===== src/rtl/pss_pkg.sv =====
`timescale 1ns / 1ps
package pss_pkg;

  localparam int CFG_INDEX_W = 3;
  localparam int CFG_DATA_W  = 20;

  // register indexes on the configuration port
  localparam logic [CFG_INDEX_W-1:0] REG_PRIME_TIMEOUT    = 3'd0;
  localparam logic [CFG_INDEX_W-1:0] REG_STABLE_PERIOD    = 3'd1;
  localparam logic [CFG_INDEX_W-1:0] REG_EXTRA_PRIME      = 3'd2;
  localparam logic [CFG_INDEX_W-1:0] REG_LOW_FLOW_TIMEOUT = 3'd3;
  localparam logic [CFG_INDEX_W-1:0] REG_MIN_FLOW_RATE    = 3'd4;

  localparam logic [19:0] PRIME_TIMEOUT_RST    = 20'd6000;
  localparam logic [19:0] STABLE_PERIOD_RST    = 20'd500;
  localparam logic [19:0] EXTRA_PRIME_RST      = 20'd2000;
  localparam logic [19:0] LOW_FLOW_TIMEOUT_RST = 20'd5000;
  localparam logic [15:0] MIN_FLOW_RATE_RST    = 16'd80;

  localparam logic [2:0] EV_NONE      = 3'd0;
  localparam logic [2:0] EV_OVERFLOW  = 3'd1;
  localparam logic [2:0] EV_LOW_FLOW  = 3'd2;
  localparam logic [2:0] EV_NO_LIQUID = 3'd3;
  localparam logic [2:0] EV_COMPLETE  = 3'd4;

  localparam logic [1:0] PH_IDLE     = 2'd0;
  localparam logic [1:0] PH_AWAIT    = 2'd1;
  localparam logic [1:0] PH_CONFIRM  = 2'd2;
  localparam logic [1:0] PH_EXTRA    = 2'd3;

  // what the back end does with a queued tick
  localparam logic [1:0] KIND_SKIP  = 2'd0;
  localparam logic [1:0] KIND_CLEAR = 2'd1;
  localparam logic [1:0] KIND_RUN   = 2'd2;

  typedef struct packed {
    logic [1:0]  channel;
    logic [31:0] now_ms;
    logic        priming_active;
    logic [15:0] flow_rate;
    logic        overflow;
    logic        liquid_present;
  } tick_t;

  typedef struct packed {
    logic [1:0] channel_out;
    logic [2:0] event_res;
    logic       stop_priming;
    logic [1:0] phase;
  } result_t;

  typedef struct packed {
    logic [19:0] prime_window_ms;
    logic [19:0] stable_period_ms;
    logic [19:0] extra_prime_ms;
    logic [19:0] low_flow_timeout_ms;
    logic [15:0] min_flow_rate;
  } cfg_t;

  typedef struct packed {
    logic [1:0]  kind;
    logic [1:0]  channel;
    logic [31:0] now_ms;
    logic        flow_low;
    logic        overflow;
    logic        liquid_present;
  } cmd_t;

endpackage


===== src/rtl/pss_front.sv =====
`timescale 1ns / 1ps
module pss_front #(
  parameter int CHANNELS = 4
) (
  input  pss_pkg::tick_t tick,
  input  logic           in_valid,
  output logic           in_ready,
  input  pss_pkg::cfg_t  cfg,
  output pss_pkg::cmd_t  cmd,
  output logic           cmd_valid,
  input  logic           cmd_ready
);

  always_comb begin
    cmd.channel        = tick.channel;
    cmd.now_ms         = tick.now_ms;
    cmd.flow_low       = tick.flow_rate < cfg.min_flow_rate;
    cmd.overflow       = tick.overflow;
    cmd.liquid_present = tick.liquid_present;
    if (32'(tick.channel) >= CHANNELS) begin
      cmd.kind = pss_pkg::KIND_SKIP;
    end else if (!tick.priming_active) begin
      cmd.kind = pss_pkg::KIND_CLEAR;
    end else begin
      cmd.kind = pss_pkg::KIND_RUN;
    end
  end

  assign cmd_valid = in_valid;
  assign in_ready  = cmd_ready;

endmodule


===== src/rtl/pss_queue.sv =====
`timescale 1ns / 1ps
module pss_queue (
  input  logic          clk,
  input  logic          rst,
  input  pss_pkg::cmd_t push_cmd,
  input  logic          push_valid,
  output logic          push_ready,
  output pss_pkg::cmd_t pop_cmd,
  output logic          pop_valid,
  input  logic          pop_ready
);

  pss_pkg::cmd_t mem [2];
  logic [1:0] count;
  logic       wr_ptr;
  logic       rd_ptr;
  logic       push;
  logic       pop;

  assign push_ready = count != 2'd2;
  assign pop_valid  = count != 2'd0;
  assign push       = push_valid && push_ready;
  assign pop        = pop_valid && pop_ready;
  assign pop_cmd    = mem[rd_ptr];

  always_ff @(posedge clk) begin
    if (rst) begin
      count  <= 2'd0;
      wr_ptr <= 1'b0;
      rd_ptr <= 1'b0;
    end else begin
      if (push) wr_ptr <= ~wr_ptr;
      if (pop) rd_ptr <= ~rd_ptr;
      if (push && !pop) begin
        count <= count + 2'd1;
      end else if (pop && !push) begin
        count <= count - 2'd1;
      end
    end
  end

  always_ff @(posedge clk) begin
    if (push) mem[wr_ptr] <= push_cmd;
  end

endmodule


===== src/rtl/pss_back.sv =====
`timescale 1ns / 1ps
module pss_back #(
  parameter int CHANNELS = 4
) (
  input  logic             clk,
  input  logic             rst,
  input  pss_pkg::cfg_t    cfg,
  input  pss_pkg::cmd_t    cmd,
  input  logic             cmd_valid,
  output logic             cmd_ready,
  output pss_pkg::result_t result,
  output logic             out_valid,
  input  logic             out_ready
);

  logic [31:0] start_stamp    [CHANNELS];
  logic [31:0] stable_stamp   [CHANNELS];
  logic [31:0] extra_stamp    [CHANNELS];
  logic [31:0] low_flow_stamp [CHANNELS];
  logic [CHANNELS-1:0] start_valid;
  logic [CHANNELS-1:0] stable_valid;
  logic [CHANNELS-1:0] extra_valid;
  logic [CHANNELS-1:0] low_flow_valid;
  logic [CHANNELS-1:0] finished_flag;

  logic [CHANNELS-1:0] hit;
  logic        pop;

  // selected channel state
  logic        sv, stv, exv, lfv, fin;
  logic [31:0] ss, sts, exs, lfs;
  logic [31:0] e_start, e_low, e_stab, e_ext;

  logic        start_valid_next, stable_valid_next, extra_valid_next;
  logic        low_flow_valid_next, finished_flag_next;
  logic [31:0] start_stamp_next, stable_stamp_next, extra_stamp_next, low_flow_stamp_next;
  logic [2:0]  ev;
  logic [1:0]  ph;

  assign cmd_ready = !out_valid || out_ready;
  assign pop       = cmd_valid && cmd_ready;

  always_comb begin
    for (int i = 0; i < CHANNELS; i++) begin
      hit[i] = 32'(cmd.channel) == i;
    end
  end

  always_comb begin
    sv  = 1'b0;
    stv = 1'b0;
    exv = 1'b0;
    lfv = 1'b0;
    fin = 1'b0;
    ss  = '0;
    sts = '0;
    exs = '0;
    lfs = '0;
    for (int i = 0; i < CHANNELS; i++) begin
      if (hit[i]) begin
        sv  = start_valid[i];
        stv = stable_valid[i];
        exv = extra_valid[i];
        lfv = low_flow_valid[i];
        fin = finished_flag[i];
        ss  = start_stamp[i];
        sts = stable_stamp[i];
        exs = extra_stamp[i];
        lfs = low_flow_stamp[i];
      end
    end
  end

  always_comb begin
    start_stamp_next    = sv ? ss : cmd.now_ms;
    e_start             = cmd.now_ms - start_stamp_next;
    e_low               = cmd.now_ms - lfs;
    e_stab              = cmd.now_ms - sts;
    // an extra period opened on this tick has zero elapsed time
    e_ext               = exv ? (cmd.now_ms - exs) : 32'd0;
    start_valid_next    = 1'b1;
    stable_valid_next   = stv;
    stable_stamp_next   = sts;
    extra_valid_next    = exv;
    extra_stamp_next    = exs;
    low_flow_valid_next = lfv;
    low_flow_stamp_next = lfs;
    finished_flag_next  = fin;
    ev                  = pss_pkg::EV_NONE;
    ph                  = pss_pkg::PH_IDLE;

    if (cmd.overflow) begin
      ev = pss_pkg::EV_OVERFLOW;
    end else begin
      if (cmd.flow_low) begin
        if (!lfv) begin
          low_flow_valid_next = 1'b1;
          low_flow_stamp_next = cmd.now_ms;
        end else if (e_low >= {12'd0, cfg.low_flow_timeout_ms}) begin
          ev = pss_pkg::EV_LOW_FLOW;
        end
      end else begin
        low_flow_valid_next = 1'b0;
      end
      if (ev == pss_pkg::EV_NONE && !fin) begin
        if (cmd.liquid_present) begin
          if (!stv) begin
            stable_valid_next = 1'b1;
            stable_stamp_next = cmd.now_ms;
          end else if (e_stab >= {12'd0, cfg.stable_period_ms} && !exv) begin
            extra_valid_next = 1'b1;
            extra_stamp_next = cmd.now_ms;
            start_valid_next = 1'b0;
          end
        end else begin
          stable_valid_next = 1'b0;
          if (e_start >= {12'd0, cfg.prime_window_ms}) begin
            ev = pss_pkg::EV_NO_LIQUID;
          end
        end
      end
      if (ev == pss_pkg::EV_NONE && extra_valid_next &&
          e_ext >= {12'd0, cfg.extra_prime_ms}) begin
        ev = pss_pkg::EV_COMPLETE;
      end
    end

    if (ev != pss_pkg::EV_NONE) begin
      start_valid_next    = 1'b0;
      stable_valid_next   = 1'b0;
      extra_valid_next    = 1'b0;
      low_flow_valid_next = 1'b0;
      finished_flag_next  = (ev == pss_pkg::EV_OVERFLOW) || (ev == pss_pkg::EV_LOW_FLOW);
    end else if (!finished_flag_next) begin
      if (extra_valid_next) begin
        ph = pss_pkg::PH_EXTRA;
      end else if (stable_valid_next) begin
        ph = pss_pkg::PH_CONFIRM;
      end else begin
        ph = pss_pkg::PH_AWAIT;
      end
    end
  end

  // channel flags and output valid
  always_ff @(posedge clk) begin
    if (rst) begin
      start_valid    <= '0;
      stable_valid   <= '0;
      extra_valid    <= '0;
      low_flow_valid <= '0;
      finished_flag  <= '0;
      out_valid      <= 1'b0;
    end else begin
      if (pop) begin
        out_valid <= 1'b1;
      end else if (out_ready) begin
        out_valid <= 1'b0;
      end
      if (pop) begin
        for (int i = 0; i < CHANNELS; i++) begin
          if (hit[i]) begin
            case (cmd.kind)
              pss_pkg::KIND_CLEAR: begin
                start_valid[i]    <= 1'b0;
                stable_valid[i]   <= 1'b0;
                extra_valid[i]    <= 1'b0;
                low_flow_valid[i] <= 1'b0;
                finished_flag[i]  <= 1'b0;
              end
              pss_pkg::KIND_RUN: begin
                start_valid[i]    <= start_valid_next;
                stable_valid[i]   <= stable_valid_next;
                extra_valid[i]    <= extra_valid_next;
                low_flow_valid[i] <= low_flow_valid_next;
                finished_flag[i]  <= finished_flag_next;
              end
              default: ;
            endcase
          end
        end
      end
    end
  end

  // stamps only mean anything under their valid bits
  always_ff @(posedge clk) begin
    if (pop && cmd.kind == pss_pkg::KIND_RUN) begin
      for (int i = 0; i < CHANNELS; i++) begin
        if (hit[i]) begin
          start_stamp[i]    <= start_stamp_next;
          stable_stamp[i]   <= stable_stamp_next;
          extra_stamp[i]    <= extra_stamp_next;
          low_flow_stamp[i] <= low_flow_stamp_next;
        end
      end
    end
  end

  always_ff @(posedge clk) begin
    if (pop) begin
      result.channel_out <= cmd.channel;
      if (cmd.kind == pss_pkg::KIND_RUN) begin
        result.event_res    <= ev;
        result.stop_priming <= ev != pss_pkg::EV_NONE;
        result.phase        <= ph;
      end else begin
        result.event_res    <= pss_pkg::EV_NONE;
        result.stop_priming <= 1'b0;
        result.phase        <= pss_pkg::PH_IDLE;
      end
    end
  end

endmodule


===== src/rtl/prime_sequence_supervisor_top.sv =====
`timescale 1ns / 1ps
// channel   | handshake               | payload
// ----------+-------------------------+--------------------------------------
// tick in   | in_valid / in_ready     | tick   (pss_pkg::tick_t)
// result    | out_valid / out_ready   | result (pss_pkg::result_t)
// config    | cfg_write               | cfg_index, cfg_data
//
// one tick per cycle sustained while out_ready is high; a result is valid once its
// tick has passed the queue entry and then the state update into the output register
// the per-channel read-modify-write of state in the back end sets that rate
// a stalled result holds the back end, the queue absorbs two more ticks
// synchronous reset loads the default timeouts and clears every channel
module prime_sequence_supervisor_top #(
  parameter int CHANNELS = 4
) (
  input  logic                            clk,
  input  logic                            rst,
  input  logic                            in_valid,
  output logic                            in_ready,
  input  pss_pkg::tick_t                  tick,
  output logic                            out_valid,
  input  logic                            out_ready,
  output pss_pkg::result_t                result,
  input  logic                            cfg_write,
  input  logic [pss_pkg::CFG_INDEX_W-1:0] cfg_index,
  input  logic [pss_pkg::CFG_DATA_W-1:0]  cfg_data
);

  pss_pkg::cfg_t cfg;
  pss_pkg::cmd_t front_cmd;
  pss_pkg::cmd_t back_cmd;
  logic          front_valid, front_ready;
  logic          back_valid, back_ready;

  always_ff @(posedge clk) begin
    if (rst) begin
      cfg.prime_window_ms     <= pss_pkg::PRIME_TIMEOUT_RST;
      cfg.stable_period_ms    <= pss_pkg::STABLE_PERIOD_RST;
      cfg.extra_prime_ms      <= pss_pkg::EXTRA_PRIME_RST;
      cfg.low_flow_timeout_ms <= pss_pkg::LOW_FLOW_TIMEOUT_RST;
      cfg.min_flow_rate       <= pss_pkg::MIN_FLOW_RATE_RST;
    end else if (cfg_write) begin
      unique case (cfg_index)
        pss_pkg::REG_PRIME_TIMEOUT:    cfg.prime_window_ms     <= cfg_data;
        pss_pkg::REG_STABLE_PERIOD:    cfg.stable_period_ms    <= cfg_data;
        pss_pkg::REG_EXTRA_PRIME:      cfg.extra_prime_ms      <= cfg_data;
        pss_pkg::REG_LOW_FLOW_TIMEOUT: cfg.low_flow_timeout_ms <= cfg_data;
        pss_pkg::REG_MIN_FLOW_RATE:    cfg.min_flow_rate       <= cfg_data[15:0];
        default: ;
      endcase
    end
  end

  pss_front #(.CHANNELS(CHANNELS)) u_front (
    .tick      (tick),
    .in_valid  (in_valid),
    .in_ready  (in_ready),
    .cfg       (cfg),
    .cmd       (front_cmd),
    .cmd_valid (front_valid),
    .cmd_ready (front_ready)
  );

  pss_queue u_queue (
    .clk        (clk),
    .rst        (rst),
    .push_cmd   (front_cmd),
    .push_valid (front_valid),
    .push_ready (front_ready),
    .pop_cmd    (back_cmd),
    .pop_valid  (back_valid),
    .pop_ready  (back_ready)
  );

  pss_back #(.CHANNELS(CHANNELS)) u_back (
    .clk       (clk),
    .rst       (rst),
    .cfg       (cfg),
    .cmd       (back_cmd),
    .cmd_valid (back_valid),
    .cmd_ready (back_ready),
    .result    (result),
    .out_valid (out_valid),
    .out_ready (out_ready)
  );

endmodule


===== config.mk =====
export PLATFORM = sky130hd
export DESIGN_NAME = prime_sequence_supervisor_top
export DESIGN_NICKNAME = d
export VERILOG_FILES = /design/src/rtl/pss_pkg.sv /design/src/rtl/pss_front.sv /design/src/rtl/pss_queue.sv /design/src/rtl/pss_back.sv /design/src/rtl/prime_sequence_supervisor_top.sv
export SDC_FILE = /design/constraint.sdc
export NUM_CORES = 1
export LEC_CHECK = 0
export CAP_MARGIN = 15
export CORE_ASPECT_RATIO = 1.2
export CORE_UTILIZATION = 49
export DETAILED_ROUTE_END_ITERATION = 8
export DONT_BUFFER_PORTS = 1
export GPL_TIMING_DRIVEN = 0
export PLACE_DENSITY_LB_ADDON = 0.2
export SLEW_MARGIN = 20
export SYNTH_ARGS = -nofsm -noshare
export SYNTH_HDL_FRONTEND = slang
export SYNTH_SLANG_ARGS = --single-unit

===== constraint.sdc =====
create_clock -name clk -period 15.6 [get_ports clk]
set_clock_uncertainty 0.15 [all_clocks]
set_input_delay 3.12 -clock clk [delete_from_list [all_inputs] [get_ports clk]]
set_output_delay 3.12 -clock clk [all_outputs]
set_load 0.01 [all_outputs]

# After elaboration in Yosys (flattened, before gate mapping)
# Memories as Yosys holds them, arrays and structs flattened. A register that Yosys moved wholly into a read port is not among the register bits.
# Index checks and enable logic that the tools add are counted.
# word_totals
reg_bits,129
mem_bits_rw,590
inputBits,81
output_inout_bits,10
wordCells,256
memories,5
# classes
n_addsub,6
order_cmp,5
eq_ne,12
n_mux,145
n_bitwise,3
n_reduce_logical,47
# mem_list
name,words,width,rd,rd_clocked_by_memory_dff,wr,line_no,rtl
u_back.extra_stamp,4,32,4,0,1,pss_back.sv:18,logic [31:0] extra_stamp [CHANNELS];
u_back.low_flow_stamp,4,32,4,0,1,pss_back.sv:19,logic [31:0] low_flow_stamp [CHANNELS];
u_back.stable_stamp,4,32,4,0,1,pss_back.sv:17,logic [31:0] stable_stamp [CHANNELS];
u_back.start_stamp,4,32,4,0,1,pss_back.sv:16,logic [31:0] start_stamp [CHANNELS];
u_queue.mem,2,39,1,1,1,pss_queue.sv:13,pss_pkg::cmd_t mem [2];
# ops
operator,count
$mux 32,42
$reduce_or 32->1,12
$ge 32x20->1,4
$sub 32x32->32,4
$mux 1,71
$mux 2,18
$mux 3,9
$lt 16x16->1,1
$reduce_and 3->1,4
$pmux 1 s2,5
$reduce_and 2->1,5
$eq 3x2->1 const B,3
$logic_and 1x1->1,9
$logic_not 3->1,3
$reduce_bool 2->1,4
$eq 2x2->1 const B,3
$eq 3x1->1 const B,2
$logic_not 1->1,5
$eq 2x1->1 const B,2
$eq 3x3->1 const B,1
$not 1->1,3
$reduce_bool 3->1,1
$reduce_or 3->1,1
$add 2x1->2 const B,1
4 further kinds,5

# Longest topological paths before layout
# Gate-level depths: netlist of run 1.
# depth
ltp_word,24
mapped_depth,33
mapped_depth_nobuf,29

# Cells and area by module
# A second synthesis of run 1 with hierarchy kept.
# unflattened
cells_unflattened,3131
area_unflattened_um2,38874.8
# by_module_without_submodules
module,instances,cells_each,area_each_um2,seq_area_each_um2
pss_back,1,2543,31332.6,16035.4
prime_sequence_supervisor_top,1,351,3784.9,1921.8
pss_queue,1,145,3032.9,2442.3
pss_front,1,92,724.4,0.0

# Worst setup path before layout of run 1
# Ideal clock, no wire load.
# synth_timing
path_type,input -> register
from,input out_ready
to,memory u_back.extra_stamp[0][0] (enable)
setup_ns,0.772
arrival_ns,12.395
required_ns,14.678
slack_ns,2.283
path_stages,5
path_buffers,0
cell_sequence,nand2b_1 -> o21ai_0 -> inv_1 -> nand2_1 -> nor3_1
# synth_via
elab_chain_len,9
elab_cells_between_ends,20
cone_classes,mux: 14; reduce/logical: 6
# synth_lines
element,line_no,rtl
start: declaration,prime_sequence_supervisor_top.sv:22,"input logic out_ready,"
$logic_or 1x1->1 *,pss_back.sv:40,assign cmd_ready = !out_valid || out_ready;
$logic_and 1x1->1 *,pss_back.sv:41,assign pop = cmd_valid && cmd_ready;
named net u_back.pop,pss_back.sv:27,logic pop;
$logic_and 1x1->1 *,pss_back.sv:188,if (pop && cmd.kind == pss_pkg::KIND_RUN) begin
$mux 1,pss_back.sv:188,
$mux 1 (not written as such),pss_back.sv:193,extra_stamp[i] <= extra_stamp_next;
$reduce_or 32->1 (no source line),n/a,
$mux 2 (no source line) or $mux 1 (tied branches) (3 in a row),n/a,
end: declaration,pss_back.sv:18,
# The timed path passes the listed nets; every way through them passes the cells marked *.

==> Implementation_results.wiki, run 1 <==
{| class="wikitable"
! Metric !! Value
|-
| Outcome || finished clean
|-
| Share of the synthesized area in the top cell type || 47.7%
|-
| Relative area change from synthesis to final layout || 11.9%
|-
| Post-cts sizing count || 0
|-
| Effective utilization at floorplan || 49.8%
|-
| Antenna Nets Post-Route || 0
|-
| Hold Path Class || flop to flop
|-
| Data arrival time at the worst-slack endpoint || 11260 ps
|-
| CTS tree || yes
|-
| Vias in the first global route || 26100
|-
| Initial antenna violation count || 1
|-
| Worst Max-Slew Pin Slew || 1040 ps
|-
| Worst-case reg-to-reg path depth || 31
|-
| Most frequent cell after synthesis || sky130_fd_sc_hd__edfxtp_1
|-
| Largest incremental delay on the critical path || 830 ps
|-
| Number of endpoints with negative hold slack in the final report || 0
|-
| Via-per-instance ratio || 6.05
|-
| Total core area || 0.0756 mm^2
|-
| Number of optimization iterations in the first detailed-route pass || 5
|-
| Vias post-DR || 26300
|-
| Worst path slowest cell || sky130_fd_sc_hd__clkbuf_1
|-
| Total count of max-transition violations in the final report || 0
|-
| Combined area of the multi-input logic cells || 0.0157 mm^2
|-
| Hold Crit Depth || 2
|-
| Total of flip-flops plus latches after synthesis || 720
|-
| Reported max-cap violation count || 0
|-
| Worst Hold Slack || 306 ps
|-
| Fill cell count || 6289
|-
| Clock network latency to the later pin of the worst-skew pair || 650 ps
|-
| Share of flip-flops with an asynchronous set or reset after synthesis || 0%
|-
| Cell count after synthesis || 3132
|-
| Power per cell area || 227 mW/mm^2
|-
| Maximum vdd drop || 102 uV
|-
| Clock period minus worst slack || 10980 ps
|-
| Per-instance average area after synthesis || 12.0 um^2
|-
| Synth cell types || 83
|-
| H-tree Lvls || 3
|-
| Postcts setup bufs || 0
|-
| Largest net degree at the start of global routing || 22
|-
| CP dominant cell by count || sky130_fd_sc_hd__o21ai_0
|-
| Clock transition at the registers of the reported paths || 60 ps
|-
| Wire length of the first global-routing pass || 165 mm
|-
| Setup repair after global routing missed its margin || false
|-
| Number of remaining DRC errors || 0
|-
| Routed wire per std cell || 25.8 um
|-
| Count of flip-flops with a built-in enable after synthesis || 598
|-
| Hold buffers post-CTS || 0
|-
| Hpwl dp || 87.7 mm
|-
| Setup tns final || 0 ps
|-
| Input/output buffers || 0
|-
| Critical Path RT || 15880 ps
|-
| Deepest clock path buffer count || 3
|-
| Global placer's final weighted congestion || 0.937
|-
| Slew HR || 29.0%
|-
| Final period utilization || 70.4%
|-
| Largest cells by area after synthesis || sky130_fd_sc_hd__edfxtp_1 (48%), sky130_fd_sc_hd__mux4_2 (7.7%), sky130_fd_sc_hd__ha_1 (7.4%)
|-
| CP Launch Type || flop
|-
| Largest fanout on the critical path || 10
|-
| Final cell utilization of the core || 55.7%
|-
| Clk Tree Root Cell || sky130_fd_sc_hd__clkbuf_16
|-
| Fraction of layout cells with a size suffix above 1 || 11.9%
|-
| Type of destination of the critical path || flop
|-
| Number of CTS-inserted buffers || 75
|-
| Path type of the worst setup path || flop to flop
|-
| Largest area contributor in the netlist || sky130_fd_sc_hd__edfxtp_1
|-
| Leakage power figure || 15.8 nW
|-
| Final setup violation count || 0
|-
| Mapped cell area || 0.0376 mm^2
|-
| Maximum clock frequency || 91.0 MHz
|-
| Initial detailed-routing violation count || 2440
|-
| I/O pin cnt || 91
|-
| Routed WL || 112 mm
|-
| Horiz. Die Dim || 255 um
|-
| Commonest register cell after synthesis || sky130_fd_sc_hd__edfxtp_1
|-
| Height of the die || 306 um
|-
| Die area || 0.0779 mm^2
|-
| Site row count || 110
|-
| FF/Latch Area || 0.0204 mm^2
|-
| Count of yosys warnings during synthesis || 0
|-
| Sequential share of the synthesized area || 54.2%
|-
| Net count after synthesis || 3439
|-
| Most frequent cells after synthesis || sky130_fd_sc_hd__edfxtp_1 (598), sky130_fd_sc_hd__nand2_1 (308), sky130_fd_sc_hd__inv_1 (291)
|-
| Gr ovfl total || 0
|-
| Clock tree sinks || 720
|-
| Total Nets Final || 3600
|-
| GR Util All Layers || 29.0%
|}
state kept, by name, summed over array words and instances (netlist names), 2 cells and up, named ones only:
register	cells
u_back.result	8
u_back.finished_flag	4
u_queue.mem	78
u_back.low_flow_stamp	128
u_back.stable_valid	4
u_back.extra_stamp	128
u_back.stable_stamp	128
u_back.extra_valid	4
u_back.start_stamp	128
u_back.low_flow_valid	4
u_back.start_valid	4
cfg	96
u_queue.count	2
cells by family after synthesis:
group	synth area share, %
AND/OR/NAND/NOR	9.27
flip-flops	54.2
AO/OA/AOI/OAI	11.0
buffers and inverters	4.25
multiplexers	11.4
adder cells (fa/ha/maj)	7.59
XOR/XNOR	2.25
critical path: cells and delay by family (launching register included):
family | cells | cell delay [ps]
AOI/OAI and AO/OA | 14 | 4590
buffers and inverters | 7 | 2810
and+or+nand+nor | 5 | 1020
adders and majority gates | 2 | 690
xor gates and xnor gates | 1 | 540
muxes | 2 | 500
DFF | 1 | 410
stage by stage:
stage          area (um^2)  worst slack [ps]  std cells  power (mW)
2_1_floorplan        37600              2280       3132        6.08
3_3_place_gp         38900             -6150       4140        7.64
6_report             42100              4620       4357        9.54
3_5_place_dp         39700              4930       4224        7.72
4_1_cts              42100              4850       4356        9.50
5_1_grt              42100              4320       4356        10.1
final cells by class:
cell class,count,area share [%]
sequential,720,48.5
antenna,1,0.00594
clock buffer,92,4.88
clock inverter,40,0.788
buffer,119,1.23
multi-input combinational,2001,37.2
tap,1008,3.00
inverter,292,2.60
timing repair buffer,84,1.80
worst paths after layout:
kind / startpoint / end / slack, ps
max: flop / u_back.result[0] / 4620
min: cfg[8] / cfg[8] / 310
max reg2reg: flop / u_back.result[0] / 4620
min reg2reg: cfg[8] / cfg[8] / 310
layer usage:
layer | track usage [%] | up-vias | wire (um)
met5 | 0 | - | 0
met2 | 47.3 | 986 | 53400
met3 | 3.92 | 171 | 7290
met1 | 39.4 | 13200 | 47300
li1 | - | 12000 | -
met4 | 11.2 | 0 | 4470
cell usage in the layout (no fill, tap or decap), drive strengths merged, types with 41 or more instances in the layout:
cell type  synthesis  final
nor2             177    177
mux2i            108    108
nand4             41     41
ha               222    222
nand2            308    308
inv              292    297
a21oi            280    280
xnor2             65     65
dfxtp            122    122
edfxtp           598    598
o21ai            116    116
mux4             130    130
buf               27    109
a21o              74     74
clkbuf            92    186
power by group:
group / switching [mW] / internal, mW
clock: 0.757 / 1.01
combinational: 3.38 / 1.86
sequential: 0.0461 / 2.48
(Power assumes the default switching activity.)
==> run 2: changes to the inputs <==
==> constraint.sdc (replaced) <==
create_clock -name clk -period 9 [get_ports clk]
set_clock_uncertainty 0.15 [all_clocks]
set_input_delay 1.8 -clock clk [delete_from_list [all_inputs] [get_ports clk]]
set_output_delay 1.8 -clock clk [all_outputs]
set_load 0.01 [all_outputs]
==> run 2 against run 1 <==
  * Wire length barely moved
  * Setup slack lost 4300 ps
  * Utilization rose by 0.34 points
  * Global-route usage is essentially flat
  * Final cell count grew 0.14%
  * Maximum frequency up 26%
  * Register-to-register slack worse by 4300 ps
  * Hold slack hardly changed
  * Critical endpoint unchanged
  * Largest cell class unchanged
  * Largest power group unchanged
  * Highest routed layer unchanged
==> Implementation_results.wiki, run 2 (same netlist as run 1, synthesis figures left out) <==
{| class="wikitable"
! Metric !! Value
|-
| Power per cell area || 393 mW/mm^2 (was 227 mW/mm^2)
|-
| Outcome || finished clean (unchanged)
|-
| Wire length of the first global-routing pass || 165 mm (about the same)
|-
| Number of endpoints with negative hold slack in the final report || 0 (unchanged)
|-
| Largest fanout on the critical path || 10 (unchanged)
|-
| Clock tree sinks || 720 (unchanged)
|-
| Input/output buffers || 0 (unchanged)
|-
| Total core area || 0.0756 mm^2 (unchanged)
|-
| Global placer's final weighted congestion || 0.937 (unchanged)
|-
| Total power draw || 16.7 mW (was 9.54 mW)
|-
| Via-per-instance ratio || 6.05 (about the same)
|-
| Total Nets Final || 3606 (was 3600)
|-
| Placed cell count || 4224 (unchanged)
|-
| Number of CTS-inserted buffers || 75 (unchanged)
|-
| Hpwl dp || 87.7 mm (unchanged)
|-
| Data arrival time at the worst-slack endpoint || 8960 ps (was 11260 ps)
|-
| Vias post-DR || 26400 (was 26300)
|-
| Slew HR || 29.6% (was 29.0%)
|-
| CP dominant cell by count || sky130_fd_sc_hd__a211oi_1 (was sky130_fd_sc_hd__o21ai_0)
|-
| Initial detailed-routing violation count || 2358 (was 2440)
|-
| Power share of the combinational group || 55.4% (was 55.0%)
|-
| Maximum vdd drop || 177 uV (was 102 uV)
|-
| Total count of max-transition violations in the final report || 0 (unchanged)
|-
| Number of standard cells in the final layout excluding fillers || 4363 (was 4357)
|-
| Maximum clock frequency || 115 MHz (was 91.0 MHz)
|-
| Clk Tree Root Cell || sky130_fd_sc_hd__clkbuf_16 (unchanged)
|-
| Fill cell count || 6268 (was 6289)
|-
| Type of destination of the critical path || flop (unchanged)
|-
| Internal power || 9.35 mW (was 5.35 mW)
|-
| Setup slack after placement || -1670 ps (was 4930 ps)
|-
| Clock period minus worst slack || 8690 ps (was 10980 ps)
|-
| Hold Path Class || flop to flop (unchanged)
|-
| Final cell utilization of the core || 56.1% (was 55.7%)
|-
| Leakage power figure || 15.9 nW (was 15.8 nW)
|-
| Site row count || 110 (unchanged)
|-
| Most used cells in the layout excluding fill and tap cells || sky130_fd_sc_hd__edfxtp_1 (598), sky130_fd_sc_hd__nand2_1 (307), sky130_fd_sc_hd__inv_1 (290), sky130_fd_sc_hd__a21oi_1 (275), sky130_fd_sc_hd__ha_1 (222) (was sky130_fd_sc_hd__edfxtp_1 (598), sky130_fd_sc_hd__nand2_1 (308), sky130_fd_sc_hd__inv_1 (291), sky130_fd_sc_hd__a21oi_1 (278), sky130_fd_sc_hd__ha_1 (222))
|-
| Deepest clock path buffer count || 3 (unchanged)
|-
| Routed wire per std cell || 25.8 um (about the same)
|-
| Reported max-cap violation count || 0 (unchanged)
|-
| Routed WL || 112 mm (about the same)
|-
| CTS tree || yes (unchanged)
|-
| CP Launch Type || flop (unchanged)
|-
| Final period utilization || 96.5% (was 70.4%)
|-
| Worst path slowest cell || sky130_fd_sc_hd__or4_1 (was sky130_fd_sc_hd__clkbuf_1)
|-
| NetSw || 7.31 mW (was 4.19 mW)
|-
| Clock network latency to the later pin of the worst-skew pair || 650 ps (about the same)
|-
| Relative area change from synthesis to final layout || 12.6% (was 11.9%)
|-
| Number of optimization iterations in the first detailed-route pass || 6 (was 5)
|-
| Clock share of power || 18.3% (was 18.5%)
|-
| Final setup violation count || 0 (unchanged)
|-
| Final WS setup || 315 ps (was 4620 ps)
|-
| Worst Max-Slew Pin Slew || 1060 ps (was 1040 ps)
|-
| GR Util All Layers || 29.1% (was 29.0%)
|-
| Clock transition at the registers of the reported paths || 60 ps (about the same)
|-
| Largest net degree at the start of global routing || 22 (unchanged)
|-
| Number of remaining DRC errors || 0 (unchanged)
|-
| H-tree Lvls || 3 (unchanged)
|-
| Fraction of layout cells with a size suffix above 1 || 13.0% (was 11.9%)
|-
| I/O pin cnt || 91 (unchanged)
|-
| Height of the die || 306 um (unchanged)
|-
| Combined area of the multi-input logic cells || 0.0158 mm^2 (was 0.0157 mm^2)
|-
| Die area || 0.0779 mm^2 (unchanged)
|-
| Path type of the worst setup path || flop to flop (unchanged)
|-
| Horiz. Die Dim || 255 um (unchanged)
|-
| Initial antenna violation count || 1 (unchanged)
|-
| FF/Latch Area || 0.0204 mm^2 (unchanged)
|-
| Switching Share || 43.9% (about the same)
|-
| Most frequent standard cell in the layout excluding fill and tap cells || sky130_fd_sc_hd__edfxtp_1 (unchanged)
|-
| Effective utilization at floorplan || 49.8% (unchanged)
|-
| Largest incremental delay on the critical path || 550 ps (was 830 ps)
|-
| Antenna Nets Post-Route || 0 (unchanged)
|-
| Sequential fraction of design power || 26.3% (was 26.5%)
|-
| Critical Path RT || 9280 ps (was 15880 ps)
|-
| Gr ovfl total || 0 (unchanged)
|-
| Vias in the first global route || 26200 (was 26100)
|}
==> run 2: cell count changes in the layout (fill, tap and decap cells not counted), sizes merged <==
| cell | previous run | this run |
|---|---|---|
| clkbuf | 186 | 184 |
| inv | 297 | 296 |
| buf | 109 | 117 |
| clkinvlp | 2 | 3 |
==> run 2: critical path, delay by kind of cell (launching register included) <==
kind / cells / cell delay [ps]
muxes: 1 / 330
adders and majority gates: 3 / 950
DFF: 1 / 410
buffers and inverters: 6 / 1150
and+or+nand+nor: 9 / 1720
AOI/OAI and AO/OA: 13 / 3580
xor gates and xnor gates: 1 / 140
==> run 2: path summary, 6_finish.rpt <==
| path | startpoint | to | slack, ps | cells past startpoint |
|---|---|---|---|---|
| setup / recovery | flop | u_back.result[0] | 310 | 33 |
| hold / removal | cfg[8] | cfg[8] | 310 | 2 |
| setup reg to reg | flop | u_back.result[0] | 310 | 33 |
| hold reg to reg | cfg[8] | cfg[8] | 310 | 2 |
==> run 2: what timing repair did <==
action                                  CTS  global route
resized for setup                        38            37
hold buffers                              0             0
setup buffers                             5             4
endpoints found under the setup margin  282           270
pin swaps                                 0             5
==> run 2: routing by layer <==
layer	part of all wire, %	vias up	global-route usage [%]
met2	48	949	47.3
met5	0	-	0
li1	-	12000	-
met4	3.8	0	11.8
met3	5.9	171	3.81
met1	43	13300	39.3
==> run 2: cell type report <==
type | instances | area share (%)
diodes | 1 | 0.00591
plain buffers | 116 | 1.31
clock buffers | 92 | 4.85
clock inverters | 40 | 0.783
inverters | 292 | 2.60
multi-input cells | 2001 | 37.4
flip-flops and latches | 720 | 48.2
well taps | 1008 | 2.98
repair buffers | 93 | 1.95
==> run 2: through the flow <==
step	hold slack, ps	instance area [um^2]	setup TNS, ps
floorplan	286	37600	-1534470
global placement	294	38900	-6708550
detailed placement	298	39700	-282970
CTS	306	42300	-42.8
global route	319	42400	-11.1
finish	306	42400	0
==> run 2: power by group through the flow <==
stage | Combinational (mW) | Sequential (mW) | Clock [mW]
floorplan | 6.06 | 4.48 | 0
global placement | 8.67 | 4.56 | 0
detailed placement | 8.93 | 4.45 | 0
CTS | 9.06 | 4.38 | 3.10
global route | 9.99 | 4.40 | 3.22
finish | 9.22 | 4.38 | 3.05
